--- src/rtl/tbc_pkg.sv ---
// Shared types and constants for the TEA block cipher core.
// No dependencies; every other file in rtl/ but tbc_chan_if uses this package.
`timescale 1ns / 1ps
`default_nettype none

package tbc_pkg;

   localparam int unsigned WORD_W         = 32;
   localparam int unsigned ROUNDS_DEFAULT = 32;
   localparam int unsigned CSR_IDX_W      = 4;
   localparam logic [WORD_W-1:0] DELTA    = 32'h9e37_79b9;

   // Register map of the configuration channel
   localparam logic [CSR_IDX_W-1:0] REG_KEY_WORD0 = 4'd0;
   localparam logic [CSR_IDX_W-1:0] REG_KEY_WORD1 = 4'd1;
   localparam logic [CSR_IDX_W-1:0] REG_KEY_WORD2 = 4'd2;
   localparam logic [CSR_IDX_W-1:0] REG_KEY_WORD3 = 4'd3;

   // Operation codes carried in the kind field
   localparam logic KIND_ENCIPHER = 1'b0;
   localparam logic KIND_DECIPHER = 1'b1;

   typedef struct packed {
      logic              kind;
      logic [WORD_W-1:0] block_left;
      logic [WORD_W-1:0] block_right;
   } req_type;

   typedef struct packed {
      logic [WORD_W-1:0] result_left;
      logic [WORD_W-1:0] result_right;
   } rsp_type;

   typedef struct packed {
      logic [CSR_IDX_W-1:0] reg_index;
      logic [WORD_W-1:0]    reg_data;
   } csr_type;

   typedef struct packed {
      logic [WORD_W-1:0] word0;
      logic [WORD_W-1:0] word1;
      logic [WORD_W-1:0] word2;
      logic [WORD_W-1:0] word3;
   } key_type;

   // Block as it travels down the chain of cells
   typedef struct packed {
      logic              kind;
      logic [WORD_W-1:0] left;
      logic [WORD_W-1:0] right;
   } stage_type;

   // n times delta, wrapped to a word; evaluated at elaboration only
   function automatic logic [WORD_W-1:0] round_sum(input int unsigned n);
      logic [2*WORD_W-1:0] prod;
      prod = (2*WORD_W)'(n) * (2*WORD_W)'(DELTA);
      return prod[WORD_W-1:0];
   endfunction

endpackage

`default_nettype wire

--- src/rtl/tbc_chan_if.sv ---
// Valid/ready channel interface used by the request, response and CSR ports.
// Payload type is supplied per instance, normally from tbc_pkg.
`timescale 1ns / 1ps
`default_nettype none

interface tbc_chan_if #(
   parameter type payload_type = logic
);
   logic        valid;
   logic        ready;
   payload_type payload;

   modport source (output valid, output payload, input ready);
   modport sink   (input valid, input payload, output ready);
endinterface

`default_nettype wire

--- src/rtl/tbc_out_buffer.sv ---
// Two-entry output buffer (output register plus skid slot) for the response.
// Depends on tbc_pkg and tbc_chan_if.
`timescale 1ns / 1ps
`default_nettype none

module tbc_out_buffer (
   input  wire logic               clock,
   input  wire logic               reset,
   input  wire logic               push_valid,
   input  wire tbc_pkg::rsp_type   push_data,
   output logic                    advance,
   tbc_chan_if.source              rsp_chan
);

   logic              out_valid_ff;
   logic              out_valid_in;
   tbc_pkg::rsp_type  out_data_ff;
   tbc_pkg::rsp_type  out_data_in;
   logic              skid_valid_ff;
   logic              skid_valid_in;
   tbc_pkg::rsp_type  skid_data_ff;
   tbc_pkg::rsp_type  skid_data_in;
   logic              pop;
   logic              push;

   // Chain moves only while the skid slot is free, so a push always fits.
   assign advance = !skid_valid_ff;
   assign push    = push_valid && advance;
   assign pop     = out_valid_ff && rsp_chan.ready;

   always_comb begin
      out_valid_in  = out_valid_ff;
      out_data_in   = out_data_ff;
      skid_valid_in = skid_valid_ff;
      skid_data_in  = skid_data_ff;
      if (skid_valid_ff) begin
         if (pop) begin
            out_data_in   = skid_data_ff;
            skid_valid_in = 1'b0;
         end
      end else if (push) begin
         if (!out_valid_ff || pop) begin
            out_valid_in = 1'b1;
            out_data_in  = push_data;
         end else begin
            skid_valid_in = 1'b1;
            skid_data_in  = push_data;
         end
      end else if (pop) begin
         out_valid_in = 1'b0;
      end
   end

   always_ff @(posedge clock) begin
      if (reset) begin
         out_valid_ff  <= 1'b0;
         skid_valid_ff <= 1'b0;
      end else begin
         out_valid_ff  <= out_valid_in;
         skid_valid_ff <= skid_valid_in;
      end
   end

   always_ff @(posedge clock) begin
      out_data_ff  <= out_data_in;
      skid_data_ff <= skid_data_in;
   end

   assign rsp_chan.valid   = out_valid_ff;
   assign rsp_chan.payload = out_data_ff;

endmodule

`default_nettype wire

--- src/flat_wrapper.sv ---
// flat-port wrapper written by rule: the top's interface ports become plain ports
module tbc_out_buffer_flat 
  (clock, reset, push_valid, push_data, advance, rsp_chan_valid, rsp_chan_payload, rsp_chan_ready);
  tbc_chan_if rsp_chan_i ();
  input  wire logic clock;
  input  wire logic reset;
  input  wire logic push_valid;
  input  wire tbc_pkg::rsp_type push_data;
  output logic advance;
  output wire logic [$bits(rsp_chan_i.valid)-1:0] rsp_chan_valid;
  output wire logic [$bits(rsp_chan_i.payload)-1:0] rsp_chan_payload;
  input wire logic [$bits(rsp_chan_i.ready)-1:0] rsp_chan_ready;
  assign rsp_chan_valid = rsp_chan_i.valid;
  assign rsp_chan_payload = rsp_chan_i.payload;
  assign rsp_chan_i.ready = rsp_chan_ready;
  tbc_out_buffer u_core (.clock(clock), .reset(reset), .push_valid(push_valid), .push_data(push_data), .advance(advance), .rsp_chan(rsp_chan_i));
endmodule
--- config.mk ---
export PLATFORM = sky130hd
export DESIGN_NAME = tbc_out_buffer_flat
export DESIGN_NICKNAME = d
export VERILOG_FILES = /design/src/rtl/tbc_pkg.sv /design/src/rtl/tbc_chan_if.sv /design/src/rtl/tbc_out_buffer.sv /design/src/flat_wrapper.sv
export SDC_FILE = /design/constraint.sdc
export NUM_CORES = 1
export LEC_CHECK = 0
export ABC_AREA = 1
export BUFFER_PORTS_ARGS = -buffer_cell sky130_fd_sc_hd__buf_2
export CORE_AREA = 2 2 39 41
export CTS_CLUSTER_SIZE = 14
export DETAILED_ROUTE_END_ITERATION = 7
export DIE_AREA = 0 0 41 43
export PLACE_DENSITY = 0.73
export SYNTH_ARGS = -nofsm -noshare
export SYNTH_HDL_FRONTEND = slang
export SYNTH_SLANG_ARGS = --single-unit
--- constraint.sdc ---
create_clock -name clock -period 2.8 [get_ports clock]
set_input_delay 0.7 -clock clock [delete_from_list [all_inputs] [get_ports clock]]
set_output_delay 0.7 -clock clock [all_outputs]
set_load 0.1 [all_outputs]
# After elaboration in Yosys (flattened, before gate mapping)
# Index checks and enable logic that the tools add are counted.
dict set report totals {
  reg_bits 4
  input_bits 68
  output_inout_bits 3
}
dict set report op_classes {
  n_eq_ne 2
  muxes 11
  bitwise_logic 2
  n_reduce_logical 11
}
# op count
set ops {}
lappend ops {{$mux W1} 11}
lappend ops {{$reduce_and A3 Y1} 3}
lappend ops {{$reduce_bool A2 Y1} 3}
lappend ops {{$ne A2 B2 Y1 const B} 2}
lappend ops {{$logic_and A1 B1 Y1} 2}
lappend ops {{$logic_not A1 Y1} 2}
lappend ops {{$not A1 Y1} 2}
lappend ops {{$logic_or A1 B1 Y1} 1}

# Logic depth before layout (Yosys ltp)
dict set report depth {
  word_depth 5
  depth_mapped 5
  ltp_nobuf 5
}

# Worst setup path after synthesis
# No wires, ideal clock.
dict set report synth_timing {
  path_type {reg-to-output}
  from {reg u_core.out_valid_ff, in the netlist u_core.rsp_chan.valid}
  to {out rsp_chan_valid}
  arrival_time_ps 985
  required_ps 2100
  slack_ps 1115
  path_stages_with_launch 1
  path_buffers 0
  path_cell_list {dfxtp_1}
}
# item line
set synth_rtl {}
lappend synth_rtl {{start, declared} tbc_out_buffer.sv:15} ;# logic out_valid_ff;
lappend synth_rtl {{start signal, assigned} tbc_out_buffer.sv:59} ;# out_valid_ff <= out_valid_in;
lappend synth_rtl {{end, declared} flat_wrapper.sv:10} ;# output wire logic [$bits(rsp_chan_i.valid)-1:0] rsp_chan_valid;
# No word-level cell between the ends.

# Worst setup path after layout
dict set report layout_timing {
  from {reg u_core.skid_valid_ff}
  to {out advance}
}
dict set report layout_between {
  elab_chain_len 1
}
# item line
set layout_rtl {}
lappend layout_rtl {{start, declared} tbc_out_buffer.sv:19} ;# logic skid_valid_ff;
lappend layout_rtl {{start signal, assigned} tbc_out_buffer.sv:60} ;# skid_valid_ff <= skid_valid_in;
lappend layout_rtl {{$logic_not A1 Y1} tbc_out_buffer.sv:27} ;# assign advance = !skid_valid_ff;
lappend layout_rtl {{end, declared} flat_wrapper.sv:9} ;# output logic advance;
# No other way between the ends.

==> flow_summary.yaml <==
run_status:
  status: "completed"
clock_network:
  cts_setup_buffers: 0
  cts_buffers: 3
  clk_latency_ns: 0.24
  cts_tree: "yes"
  post_cts_resized: 0
  htreeDepth: 1
  clock_path_buffers: 2
  clk_pin_slew_ns: 0.04
  cts_root_buf: "clkbuf_4"
  hold_buffers: 0
  clock_sinks: 4
global_route:
  grt_max_degree: 6
  grt_pass1_vias: 137
  grt_pass1_wl_um: 496
  overflow: 0
  grt_use_total: 0.0542
  antenna_found_initial: 0
floorplan:
  chipHeight_um: 43
  core_um2: 1380
  die-area_um2: 1760
  num_rows: 14
  io_pins: 71
  fp.dieW_um: 41
  start_util: 0.145
synthesis:
  netlist_area_um2: 200
  synth_most_common_cell: "nand2_1"
  synth.distinct_cells: 11
  synth_top_family_by_area: "simple AND/OR/NAND/NOR gates"
  synthAdderAreaFrac: 0
  synth_edf_count: 2
  syn_avg_cell_area_um2: 7.70
  synth-compound-area-share: 0.0688
  syn_nets: 94
  yosys-top-cells-area: "edfxtp_1, dfxtp_1, nand2_1"
  synth_xor_area_frac: 0
  synthTopCellsByCount: "nand2_1, inv_1, dfxtp_1, edfxtp_1, inv_2"
  ys_seq_area_frac: 0.500
  synth_simple_gate_area_frac: 0.300
  async_flop_share: 0
  synth_top_area_share: 0.300
  yosysTopAreaCell: "edfxtp_1"
  synth_cells: 26
  ys_warn_count: 0
  synthMuxAreaShare: 0
  ys_ff_latch: 4
  yosys_most_used_dff: "edfxtp_1"
sta:
  hold_viol: 0
  fin_crit_sh: 0.632
  slew_viol_final: 0
  rsz0062_at_grt: "no"
  finClkSkew_ns: 0.00656
  period_minus_slack_ns: 1.77
  tightest_slew_ns: 0.484
  max-slew-margin-rel: 0.680
  max_freq_mhz: 565
  fin_setup_tns_ns: 0
  setup_viol_count_final: 0
  timing.final.ws_setup_ns: 1.03
drt:
  drt-total-wl_um: 355
  wire_per_inst_um: 6.70
  ant_nets: 0
  drc_errors: 0
  drtIter0Drc: 4
  viasPerCell: 3.36
  drt-pass1-iter-count: 4
  vias: 178
job:
  cap_viol_max_count: 0
min_path:
  hp-start: "u_core.skid_data_ff[0]"
  hold_depth: 2
  hold_class: "register to register"
critical_path:
  path_max_fanout: 5
  crit_type: "register to output pin"
  required_ns: 2.10
  reg2reg_depth: 2
  critPathLaunch: "u_core.skid_valid_ff"
  critPathArrivalTime_ns: 1.07
  critPathCaptureType: "output pin"
  worstReg2RegStart: "u_core.skid_valid_ff"
  start_kind: "register"
layout:
  antenna_cells: 0
  final_nets: 106
  drive_gt1_frac: 0.405
  syn_to_final_growth_pct: 40.6
power:
  power.density_nw_per_um2: 654
  p_leak_uw: 0.000145
  worst_ir_drop_vdd_v: 0.0000747
placed_design:
  dp_hpwl_um: 289
  post-place-ws_ns: 1.27
  gp_congestion: 0.587
  io_buffer_count: 7
[flip-flops by register name, summed over array words and instances, names as in the netlist]
signal	count
u_core.rsp_chan.payload	1
u_core.rsp_chan.valid	1
u_core.skid_data_ff	1
u_core.skid_valid_ff	1
[per-layer routing]
layer | vias to the layer above | part of all wire | GRT usage
met5 | - | 0 | 0
met3 | 0 | 0.11 | 0.0471
met4 | 0 | 0 | 0.0800
li1 | 99 | - | -
met2 | 7 | 0.42 | 0.0500
met1 | 72 | 0.46 | 0.0547
[area by class of cell]
type / instances / area (µm²)
flip-flops and latches: 4 / 100
inverters: 7 / 26.3
multi-input cells: 15 / 73.8
fillers: 166 / 1100
clock buffers: 4 / 26.3
well taps: 16 / 20.0
repair buffers: 7 / 35.0
[final timing paths]
path,end,slack (ns)
setup / recovery,advance,1.03
hold / removal,u_core.rsp_chan.payload,0.51
setup reg to reg,u_core.rsp_chan.payload,1.86
hold reg to reg,u_core.rsp_chan.payload,0.51
[cell families (layout without fill, tap and decap cells)]
logic type / after synthesis / in the layout
flops: 4 / 4
simple gates: 13 / 13
compound gates: 2 / 2
buf+inv: 7 / 18
[through the flow]
step / area [µm²] / std cells / utilization / total power, µW / hold WS, ns
6_report: 282 / 53 / 0.203 / 184 / 0.512
5_1_grt: 282 / 53 / 0.203 / 196 / 0.558
4_1_cts: 282 / 53 / 0.203 / 189 / 0.517
3_5_place_dp: 255 / 49 / 0.184 / 107 / 0.506
3_3_place_gp: 255 / 49 / 0.184 / 106 / 0.500
2_1_floorplan: 200 / 26 / - / 99.0 / 0.494
[layout by cell type (no fill, tap or decap)]
cell,instances
nand2_1,9
buf_2,7
inv_1,5
clkbuf_4,3
inv_2,2
edfxtp_1,2
dfxtp_1,2
nor2_1,1
nor2_4,1
nand2_2,1
a21oi_1,1
nand3_1,1
a21oi_2,1
clkbuf_1,1
[critical path, stage by stage (launching register included)]
cell	delay, ns
dfxtp_1	0.34
inv_2	0.08
buf_2	0.42
[power by group]
part           internal (µW)  switching, µW  leakage, µW  total [µW]
clock                   53.6           24.8    0.0000150        78.3
combinational           7.99           29.9    0.0000944        37.9
sequential              65.5           2.38    0.0000352        67.9
total                    127           57.1     0.000145         184
(Power assumes the default switching activity.)
