$ cat src/rtl/tbc_pkg.sv
// Shared types and constants for the TEA block cipher core.
// No dependencies; every other file in rtl/ but tbc_chan_if uses this package.
`timescale 1ns / 1ps
`default_nettype none

package tbc_pkg;

   localparam int unsigned WORD_W         = 32;
   localparam int unsigned ROUNDS_DEFAULT = 32;
   localparam int unsigned CSR_IDX_W      = 4;
   localparam logic [WORD_W-1:0] DELTA    = 32'h9e37_79b9;

   // Register map of the configuration channel
   localparam logic [CSR_IDX_W-1:0] REG_KEY_WORD0 = 4'd0;
   localparam logic [CSR_IDX_W-1:0] REG_KEY_WORD1 = 4'd1;
   localparam logic [CSR_IDX_W-1:0] REG_KEY_WORD2 = 4'd2;
   localparam logic [CSR_IDX_W-1:0] REG_KEY_WORD3 = 4'd3;

   // Operation codes carried in the kind field
   localparam logic KIND_ENCIPHER = 1'b0;
   localparam logic KIND_DECIPHER = 1'b1;

   typedef struct packed {
      logic              kind;
      logic [WORD_W-1:0] block_left;
      logic [WORD_W-1:0] block_right;
   } req_type;

   typedef struct packed {
      logic [WORD_W-1:0] result_left;
      logic [WORD_W-1:0] result_right;
   } rsp_type;

   typedef struct packed {
      logic [CSR_IDX_W-1:0] reg_index;
      logic [WORD_W-1:0]    reg_data;
   } csr_type;

   typedef struct packed {
      logic [WORD_W-1:0] word0;
      logic [WORD_W-1:0] word1;
      logic [WORD_W-1:0] word2;
      logic [WORD_W-1:0] word3;
   } key_type;

   // Block as it travels down the chain of cells
   typedef struct packed {
      logic              kind;
      logic [WORD_W-1:0] left;
      logic [WORD_W-1:0] right;
   } stage_type;

   // n times delta, wrapped to a word; evaluated at elaboration only
   function automatic logic [WORD_W-1:0] round_sum(input int unsigned n);
      logic [2*WORD_W-1:0] prod;
      prod = (2*WORD_W)'(n) * (2*WORD_W)'(DELTA);
      return prod[WORD_W-1:0];
   endfunction

endpackage

`default_nettype wire

$ cat src/rtl/tbc_cell.sv
// One half-round cell of the TEA chain: updates one half of the block.
// Depends on tbc_pkg for word width and the stage type.
`timescale 1ns / 1ps
`default_nettype none

module tbc_cell #(
   parameter logic [tbc_pkg::WORD_W-1:0] SUM_ENC    = tbc_pkg::DELTA,
   parameter logic [tbc_pkg::WORD_W-1:0] SUM_DEC    = tbc_pkg::DELTA,
   parameter bit                         SECOND_HALF = 1'b0
) (
   input  wire logic                clock,
   input  wire logic                reset,
   input  wire logic                advance,
   input  wire logic                valid_prev,
   input  wire tbc_pkg::stage_type  data_prev,
   input  wire tbc_pkg::key_type    key,
   output logic                     valid_ff,
   output tbc_pkg::stage_type       data_ff
);

   logic                         tgt_is_left;
   logic [tbc_pkg::WORD_W-1:0]   src;
   logic [tbc_pkg::WORD_W-1:0]   tgt;
   logic [tbc_pkg::WORD_W-1:0]   key_a;
   logic [tbc_pkg::WORD_W-1:0]   key_b;
   logic [tbc_pkg::WORD_W-1:0]   sum;
   logic [tbc_pkg::WORD_W-1:0]   mix;
   logic [tbc_pkg::WORD_W-1:0]   tgt_new;
   tbc_pkg::stage_type           data_in;

   // Enciphering updates left then right; deciphering right then left.
   assign tgt_is_left = (SECOND_HALF == data_prev.kind);
   assign src   = tgt_is_left ? data_prev.right : data_prev.left;
   assign tgt   = tgt_is_left ? data_prev.left  : data_prev.right;
   assign key_a = tgt_is_left ? key.word0 : key.word2;
   assign key_b = tgt_is_left ? key.word1 : key.word3;
   assign sum   = (data_prev.kind == tbc_pkg::KIND_DECIPHER) ? SUM_DEC : SUM_ENC;

   assign mix = ((src << 4) + key_a) ^ (src + sum) ^ ((src >> 5) + key_b);
   assign tgt_new = (data_prev.kind == tbc_pkg::KIND_DECIPHER) ? (tgt - mix)
                                                               : (tgt + mix);

   always_comb begin
      data_in = data_prev;
      if (tgt_is_left) begin
         data_in.left = tgt_new;
      end else begin
         data_in.right = tgt_new;
      end
   end

   always_ff @(posedge clock) begin
      if (reset) begin
         valid_ff <= 1'b0;
      end else if (advance) begin
         valid_ff <= valid_prev;
      end
   end

   always_ff @(posedge clock) begin
      if (advance) begin
         data_ff <= data_in;
      end
   end

endmodule

`default_nettype wire

$ cat config.mk
export PLATFORM = sky130hd
export DESIGN_NAME = tbc_cell
export DESIGN_NICKNAME = d
export VERILOG_FILES = /design/src/rtl/tbc_pkg.sv /design/src/rtl/tbc_cell.sv
export SDC_FILE = /design/constraint.sdc
export NUM_CORES = 1
export LEC_CHECK = 0
export ABC_AREA = 1
export BUFFER_PORTS_ARGS = -buffer_cell sky130_fd_sc_hd__buf_2
export CORE_MARGIN = 4
export CORE_UTILIZATION = 33
export DETAILED_ROUTE_END_ITERATION = 6
export PLACE_DENSITY = 0.57
export SLEW_MARGIN = 15
export SYNTH_ARGS = -nofsm -noshare
export SYNTH_HDL_FRONTEND = slang
export SYNTH_SLANG_ARGS = --single-unit
$ cat constraint.sdc
create_clock -name clock -period 13.65 [get_ports clock]
set_input_delay 0.6825 -clock clock [delete_from_list [all_inputs] [get_ports clock]]
set_output_delay 0.6825 -clock clock [all_outputs]
set_load 0.02 [all_outputs]
# After elaboration in Yosys (flattened, before gate mapping)

Cells that the tools add are included.

Magnitude comparators: 0
Shift operators: 0
Muxes and demuxes: 7
Add/subtract/negate cells: 5
Equality and inequality tests: 0
Bitwise logic cells: 2
Reduce and logical (&&, ||, !) cells: 0
$mul: 0
Div/mod/pow operators: 0

Operators with widths:

| cell                                | count |
|---|---|
| two-way mux 32 bit                  | 7 |
| adder 32 bit                        | 2 |
| XOR 32 bit                          | 2 |
| adder 27 x 32 -> 32 bit             | 1 |
| adder 32 bit, second input constant | 1 |
| subtractor 32 bit                   | 1 |

Memories: 0
Bits in latches: 0
Logic and storage cells: 18
Flip-flop bits (word level): 66
Input port bits: 197
Output and inout port bits: 66
Memory bits (read-only): 0
Memory bits (writable): 0

# Logic depth before layout (Yosys ltp)

Gate-level depths: netlist of run 1.

Depth in word-level cells: 7
Depth in mapped cells: 47
Mapped depth without buffers: 41

# Least setup slack after synthesis of run 1

No wires, ideal clock.

Path type: input -> register
Start: input port data_prev[64] (netlist bit)
End: register data_ff[24] (netlist bit), data pin
Arrival time: 5.610 ns
Setup time: 0.268 ns
Stages on the path: 31
Data required time: 13.382 ns
Buffers on the path: 5
Slack: 7.772 ns
Cell sequence: buf_6 -> inv_4 -> buf_2 -> buf_2 -> clkbuf_1 -> clkbuf_1 -> nand2_1 -> nand2_1 -> ha_1 -> fa_1 -> xnor2_1 -> xnor2_1 -> nand2_1 -> nor2_2 -> nand3_1 -> nand2_1 -> xor2_1 -> inv_1 -> ha_1 -> a21oi_1 -> a21boi_1 -> o21ai_0 -> a21boi_0 -> o21ai_1 -> a21boi_0 -> o21ai_1 -> a21oi_1 -> inv_1 -> or2_2 -> nand3_1 -> o21ai_0

RTL lines:

| element                | RTL line       | source |
|---|---|---|
| start: declaration     | tbc_cell.sv:15 | `input wire tbc_pkg::stage_type data_prev,` |
| end signal: assignment | tbc_cell.sv:62 | `data_ff <= data_in;` |
| end: declaration       | tbc_cell.sv:18 | `output tbc_pkg::stage_type data_ff` |

==> run_results.csv, run 1 <==
group,metric,value,unit
cells_and_area,post_route_cells_drive_above_1_share,16.35,%
power,power_density,129.9,mW/mm^2
clocking,number_of_buffers_added_by_the_clock_tree_synthesis_step,9,
power,switching_share,53.29,%
worst_setup_path,critical_path_arrival,7.45,ns
timing,final-max-slew-violation-count,0,
timing,hold_viol_final,0,
clocking,postCtsResizedCells,0,
power,cell_internal_pwr,908.8,uW
worst_setup_path,critPathCaptureType,"flip-flop",
timing,finalHoldWorstSlack,0.4764,ns
synth,synthesis.instances,2255,
synth,synthesis.area,0.01294,mm^2
global_routing,gr-usage-all-layers,22.99,%
floorplanning,die_w,206,um
cells_and_area,layout.filler_cells,4322,
cells_and_area,layout.cells.most_common,"nand2_1",
power,share_clk_of_total_power,12.0,%
place,detailedPlacementHpwl,43.88,mm
global_routing,global_route_wire_length_before_repair,76.29,mm
detailed_routing,detail-route-antenna-nets,0,
worst_setup_path,worstPathRequired,13.72,ns
timing,slew_headroom,42.62,%
timing,max_slew.worst_pin.slew,0.8607,ns
timing,maxClockFrequency,0.1355,GHz
detailed_routing,drc_violations_left,0,
cells_and_area,footprint_of_the_multi_input_gates,0.009671,mm^2
worst_setup_path,startpoint_class,"input port",
cells_and_area,seqCellArea,0.001972,mm^2
timing,setup_total_negative_slack,0,ns
synth,yosysWarningCount,0,
detailed_routing,routed_via_density,4.965,
worst_setup_path,worst-path-max-fanout,90,
synth,mappedNetlistNets,2542,
cells_and_area,most-common-layout-cells,"nand2_1 (905), buf_2 (261), inv_1 (253)",
clocking,post_cts_setup_buffer_count,0,
synth,synth.yosys.seq_area_share,15.24,%
cells_and_area,layout-area-overhead-vs-synth,15.77,%
power,pwr-share-comb,71.4,%
timing,final_critical_delay_including_setup_and_external_delays,7.380,ns
timing,rsz0062_at_grt,"false",
timing,setup_violations,0,
cells_and_area,num_antenna_cells,0,
cells_and_area,finalNonFillerCells,3013,
floorplanning,die_area,0.04244,mm^2
cells_and_area,num-nets-final,2777,
synth,synthesis.area_per_instance,5.737,um^2
synth,synth_enable_flop_cells,65,
global_routing,grt_max_degree,91,
synth,asyncSetResetFlopFracSynth,0,%
clocking,cts-root-buf,"clkbuf_16",
floorplanning,floorplan.core_area,0.03874,mm^2
synth,ys_dominant_reg_cell,"edfxtp_1",
clocking,cts-htree-levels,3,
timing,final_setup_skew,0,ns
power,power.share.sequential,16.6,%
worst_setup_path,critical_path_buf_inv_count,7,
clocking,tritoncts,"yes",
power,power.leakage,8.332,nW
worst_setup_path,crit_type,"in -> reg",
clocking,number_of_hold_buffers_added_after_cts,0,
detailed_routing,total_via_count_after_detailed_routing,14960,
floorplanning,placement_rows,72,
synth,synth_cell_type_count,55,
place,finalWeightedCongestion,0.9585,
floorplanning,top_level_ports,263,
worst_setup_path,worst_path_most_repeated_cell,"nand2_1",
worst_setup_path,cp_slowest_stage_delay,0.65,ns
clocking,clk_path_buf_depth,2,
detailed_routing,iteration_0_drc_count_of_the_detailed_router,931,
global_routing,global_route.overflow_total,0,
power,power_switching,1.037,mW
global_routing,first_global_vias,14033,
power,power.ir.vdd_worst,0.07587,mV
place,dp_cells,2997,
detailed_routing,route.final.wire_length,50.28,mm
clocking,clkSlewWorstSetupHoldPaths,0.06,ns
worst_setup_path,critical_path.top_delay_family,"simple AND/OR/NAND/NOR gates",
detailed_routing,wl_per_cell,16.69,um
global_routing,grt_antenna_before_repair,0,
floorplanning,initial_core_util,33.40,%
place,port-buffer-count,262,
synth,synth.ff_latch_count,66,
outcome,status,"finished, final reports clean",
detailed_routing,length_of_the_first_detailed_routing_pass_in_iterations,5,
worst_setup_path,cp_slowest_cell,"inv_4",
job,cap_violations,0,
timing,post-route-period-util,54.06,%
floorplanning,die_y,206,um
hold_path,hold_class,"in -> reg",
clocking,worstSkewPairLatency,0.35,ns
clocking,clock-sinks,66,
==> worst reg2reg max path, cell delays in order (launching register included) <==
cell     delay [ns]
dfxtp_1        0.31
mux2i_1        0.12
nor2_1         0.05
==> through the flow <==
stage | worst slack, ns | util, % | power, mW | instance area (um^2)
after global placement | 6.022 | 37.91 | 1.703 | 14680
after detailed placement | 5.968 | 37.91 | 1.708 | 14680
after global routing | 5.726 | 38.67 | 2.128 | 14980
after floorplan | 7.772 | - | 1.308 | 12940
after CTS | 6.345 | 38.67 | 1.949 | 14980
final | 6.270 | 38.67 | 1.946 | 14980
==> cell families after synthesis <==
logic type / count (synthesis) / share of synthesized area, %
AOI/OAI and AO/OA: 299 / 13.18
xor gates and xnor gates: 100 / 6.886
adders and majority gates: 90 / 8.878
buffers and inverters: 318 / 10.01
DFF: 66 / 15.24
muxes: 4 / 0.3095
and+or+nand+nor: 1378 / 45.49
==> synth_stat cells, types with 10 or more instances <==
master / instances / area, um^2
nor2_1: 159 / 596.8
nand2_1: 905 / 3397
ha_1: 87 / 1089
nor2_2: 20 / 125.1
xor2_1: 59 / 516.8
nor3_1: 12 / 60.06
inv_2: 20 / 75.07
nand4_1: 29 / 181.4
nand3_1: 162 / 810.8
o21bai_1: 14 / 105.1
o21ai_1: 10 / 50.05
a21oi_1: 112 / 560.5
o21ai_0: 114 / 570.6
nand3b_1: 10 / 75.07
inv_1: 253 / 949.7
edfxtp_1: 65 / 1952
xnor2_1: 40 / 350.3
nor2_4: 10 / 112.6
nand2_2: 38 / 237.7
clkbuf_1: 23 / 86.33
==> final cells by class <==
class / count / area share (%)
multi-input cells: 1871 / 64.56
flip-flops and latches: 66 / 13.17
repair buffers: 268 / 9.097
inverters: 274 / 6.883
well taps: 518 / 4.327
clock buffers: 9 / 1.504
clock inverters: 7 / 0.4594
==> state kept, by name (all words and copies together), names as in the netlist <==
name and flops:
data_ff 65, valid_ff 1
==> layer usage <==
layer	vias up	wire length, um	track usage [%]
li1	7744	-	-
met1	6759	24450	33.12
met2	415	22340	37.60
met3	42	2476	1.553
met4	0	1012	5.442
met5	-	0	0
==> power by group through the flow <==
stage               logic [mW]  clock network [mW]  registers [mW]
global placement          1.37                   0           0.328
finish                    1.39               0.233           0.324
CTS                       1.38               0.242           0.325
detailed placement        1.38                   0           0.329
floorplan                0.903                   0           0.405
global route              1.55               0.247           0.328
==> final timing paths <==
kind                 start     endpoint  slack (ns)  depth (start not counted)
max          data_prev[64]  data_ff[26]        6.27                         34
min                  reset     valid_ff        0.48                          2
max reg2reg       valid_ff     valid_ff       13.07                          2
min reg2reg       valid_ff     valid_ff        0.50                          2
Power figures use the tool's default switching activity.
==> run 2: changes to the inputs <==
- PLACE_DENSITY: 0.57 -> 0.58
- clock period: 13.65 -> 6.1 ns (I/O delays scaled with it)
==> run 2 against run 1 <==
  * First-iteration DRC count down 19%
  * Sequential cell count unchanged
  * Clock power up 140%
  * Non-clock buffer count up 70
  * Critical path depth up 1
  * Clock skew unchanged
  * Clock-buffer cell count up 1
  * Worst hold slack worse by 0.36 ns
  * Sequential power up 120%
  * Combinational power up 130%
  * Global-route usage up 0.28 points
  * Core utilization up 1.7 points
  * Largest cell class unchanged
  * Highest routed layer unchanged
==> run_results.csv, run 2 (synthesis results as in run 1) <==
group,metric,value,unit
clocking,clkSlewWorstSetupHoldPaths,0.06,ns
hold_path,hold_path_depth,2,
worst_setup_path,critical_path_buf_inv_count,8,
timing,post-route-period-util,93.18,%
outcome,status,"finished, final reports clean",
worst_setup_path,worst-path-max-fanout,38,
floorplanning,placement_rows,72,
timing,hold_viol_final,0,
detailed_routing,iteration_0_drc_count_of_the_detailed_router,757,
floorplanning,top_level_ports,263,
cells_and_area,top_regs,"data_ff: 65 flops, valid_ff: 1 flops",
worst_setup_path,crit-reg2reg-launch,"valid_ff",
cells_and_area,most-common-layout-cells,"nand2_1 (905), buf_2 (261), inv_1 (253)",
detailed_routing,routed_via_density,4.910,
floorplanning,initial_core_util,33.40,%
clocking,number_of_buffers_added_by_the_clock_tree_synthesis_step,9,
worst_setup_path,timing.rr.end,"valid_ff",
place,detailedPlacementHpwl,45.34,mm
clocking,cts-root-buf,"clkbuf_16",
floorplanning,die_area,0.04244,mm^2
clocking,worstSkewPairLatency,0.34,ns
global_routing,global_route_wire_length_before_repair,77.01,mm
cells_and_area,post-route-cell-area,0.01563,mm^2
timing,maxClockFrequency,0.1759,GHz
detailed_routing,route.layer.met1.wl,24.61,mm
place,dpl_cell_area,0.01528,mm^2
power,power_density,291.1,mW/mm^2
cells_and_area,seqCellArea,0.001972,mm^2
global_routing,grt_max_degree,67,
detailed_routing,detail-route-antenna-nets,0,
timing,rsz0062_at_grt,"false",
worst_setup_path,startpoint_class,"input port",
clocking,cts-htree-levels,3,
detailed_routing,route.final.wire_length,51.09,mm
worst_setup_path,rrSetupSlack,5.52,ns
place,port-buffer-count,262,
cells_and_area,num_antenna_cells,0,
floorplanning,die_w,206,um
timing,final_critical_delay_including_setup_and_external_delays,5.684,ns
worst_setup_path,worst_path_most_repeated_cell,"nand2_1",
clocking,clk_path_buf_depth,2,
floorplanning,floorplan.core_area,0.03874,mm^2
timing,setup_violations,0,
global_routing,first_global_vias,14326,
hold_path,terminating_pin_of_the_worst_hold_path,"valid_ff",
power,power.ir.vdd_worst,0.1512,mV
cells_and_area,num-nets-final,2847,
floorplanning,die_y,206,um
worst_setup_path,rr_worst_depth,2,
detailed_routing,total_via_count_after_detailed_routing,15138,
detailed_routing,met3_wirelength,2.357,mm
cells_and_area,post_route_cells_drive_above_1_share,18.83,%
hold_path,min_from,"reset",
job,cap_violations,0,
timing,setup_total_negative_slack,0,ns
worst_setup_path,critical_path_arrival,5.78,ns
timing,max_slew.worst_pin.slew,0.9265,ns
cells_and_area,footprint_of_the_multi_input_gates,0.009679,mm^2
global_routing,gr-usage-all-layers,23.27,%
global_routing,global_route.overflow_total,0,
cells_and_area,layout.filler_cells,4322,
place,finalWeightedCongestion,0.9707,
cells_and_area,layout.cells.most_common,"nand2_1",
timing,slew_headroom,37.82,%
worst_setup_path,worstPathRequired,6.19,ns
cells_and_area,largest_register,"data_ff",
global_routing,grt_antenna_before_repair,0,
power,power.leakage,8.721,nW
worst_setup_path,cp_slowest_cell,"ha_1",
hold_path,hold_class,"in -> reg",
detailed_routing,route.met2.wl,23.08,mm
clocking,tritoncts,"yes",
cells_and_area,layout-area-overhead-vs-synth,20.84,%
worst_setup_path,critical_path.top_delay_family,"simple AND/OR/NAND/NOR gates",
detailed_routing,length_of_the_first_detailed_routing_pass_in_iterations,5,
detailed_routing,topRoutingLayerUsed,"met4",
timing,final_setup_skew,0,ns
timing,final-max-slew-violation-count,0,
cells_and_area,largest_register_ffs,65,
worst_setup_path,cp_slowest_stage_delay,0.43,ns
detailed_routing,drc_violations_left,0,
worst_setup_path,critPathCaptureType,"flip-flop",
detailed_routing,wl_per_cell,16.57,um
worst_setup_path,crit_type,"in -> reg",
clocking,clock-sinks,66,
-- run 2: cell count changes in the layout (fill, tap and decap cells not counted), moves of 2 or more --
cell      delta
nor2_2       +2
clkinv_1     -2
nor2_1       -2
buf_12       +5
buf_4       +64
-- run 2: worst max path at each step --
stage,depth (start not counted),startpoint,endpoint
finish,35,data_prev[64],data_ff[63]
global route,42,data_prev[64],data_ff[63]
CTS,35,data_prev[64],data_ff[63]
detailed placement,35,data_prev[64],data_ff[63]
global placement,35,data_prev[64],data_ff[63]
floorplan,31,data_prev[64],data_ff[24]
-- run 2: repair_timing --
action                                  in CTS  in global routing
buffers inserted                             0                  0
resized for setup                            0                  5
hold buffers                                 0                  0
endpoints found under the setup margin       0                  2
-- run 2: cell type report --
class                      count  area share, %
inverter                     274          6.595
sequential                    66          12.61
multi-input combinational   1871          61.91
clock buffer                  10          1.529
tap                          518          4.146
clock inverter                 6         0.5762
timing repair buffer         338          12.63
-- run 2: report_power, final --
group	switching [mW]	internal [mW]	total, mW
Combinational	2.09	1.17	3.26
Sequential	0.0307	0.691	0.722
Clock	0.199	0.369	0.568
-- run 2: per-stage QoR --
| step | util [%] | worst slack [ns] | instances | power (mW) | hold slack [ns] |
|---|---|---|---|---|---|
| floorplan | - | 0.5996 | 2255 | 2.926 | 0.3774 |
| global placement | 39.46 | 0.09537 | 3067 | 3.952 | 0.4615 |
| detailed placement | 39.46 | 0.07599 | 3067 | 3.973 | 0.4658 |
| CTS | 40.31 | 0.4202 | 3083 | 4.553 | 0.1069 |
| global route | 40.36 | 0.02942 | 3083 | 4.967 | 0.1192 |
| finish | 40.36 | 0.4162 | 3083 | 4.550 | 0.1159 |
-- run 2: worst reg2reg max path: stages (launching register included) --
cell,delay (ns)
dfxtp_1,0.31
mux2i_1,0.12
nor2_1,0.05
-- run 2: layer usage --
metal | global-route usage [%] | vias to the layer above
li1 | - | 7877
met4 | 5.537 | 0
met3 | 1.302 | 45
met5 | 0 | -
met2 | 39.02 | 411
met1 | 32.91 | 6805
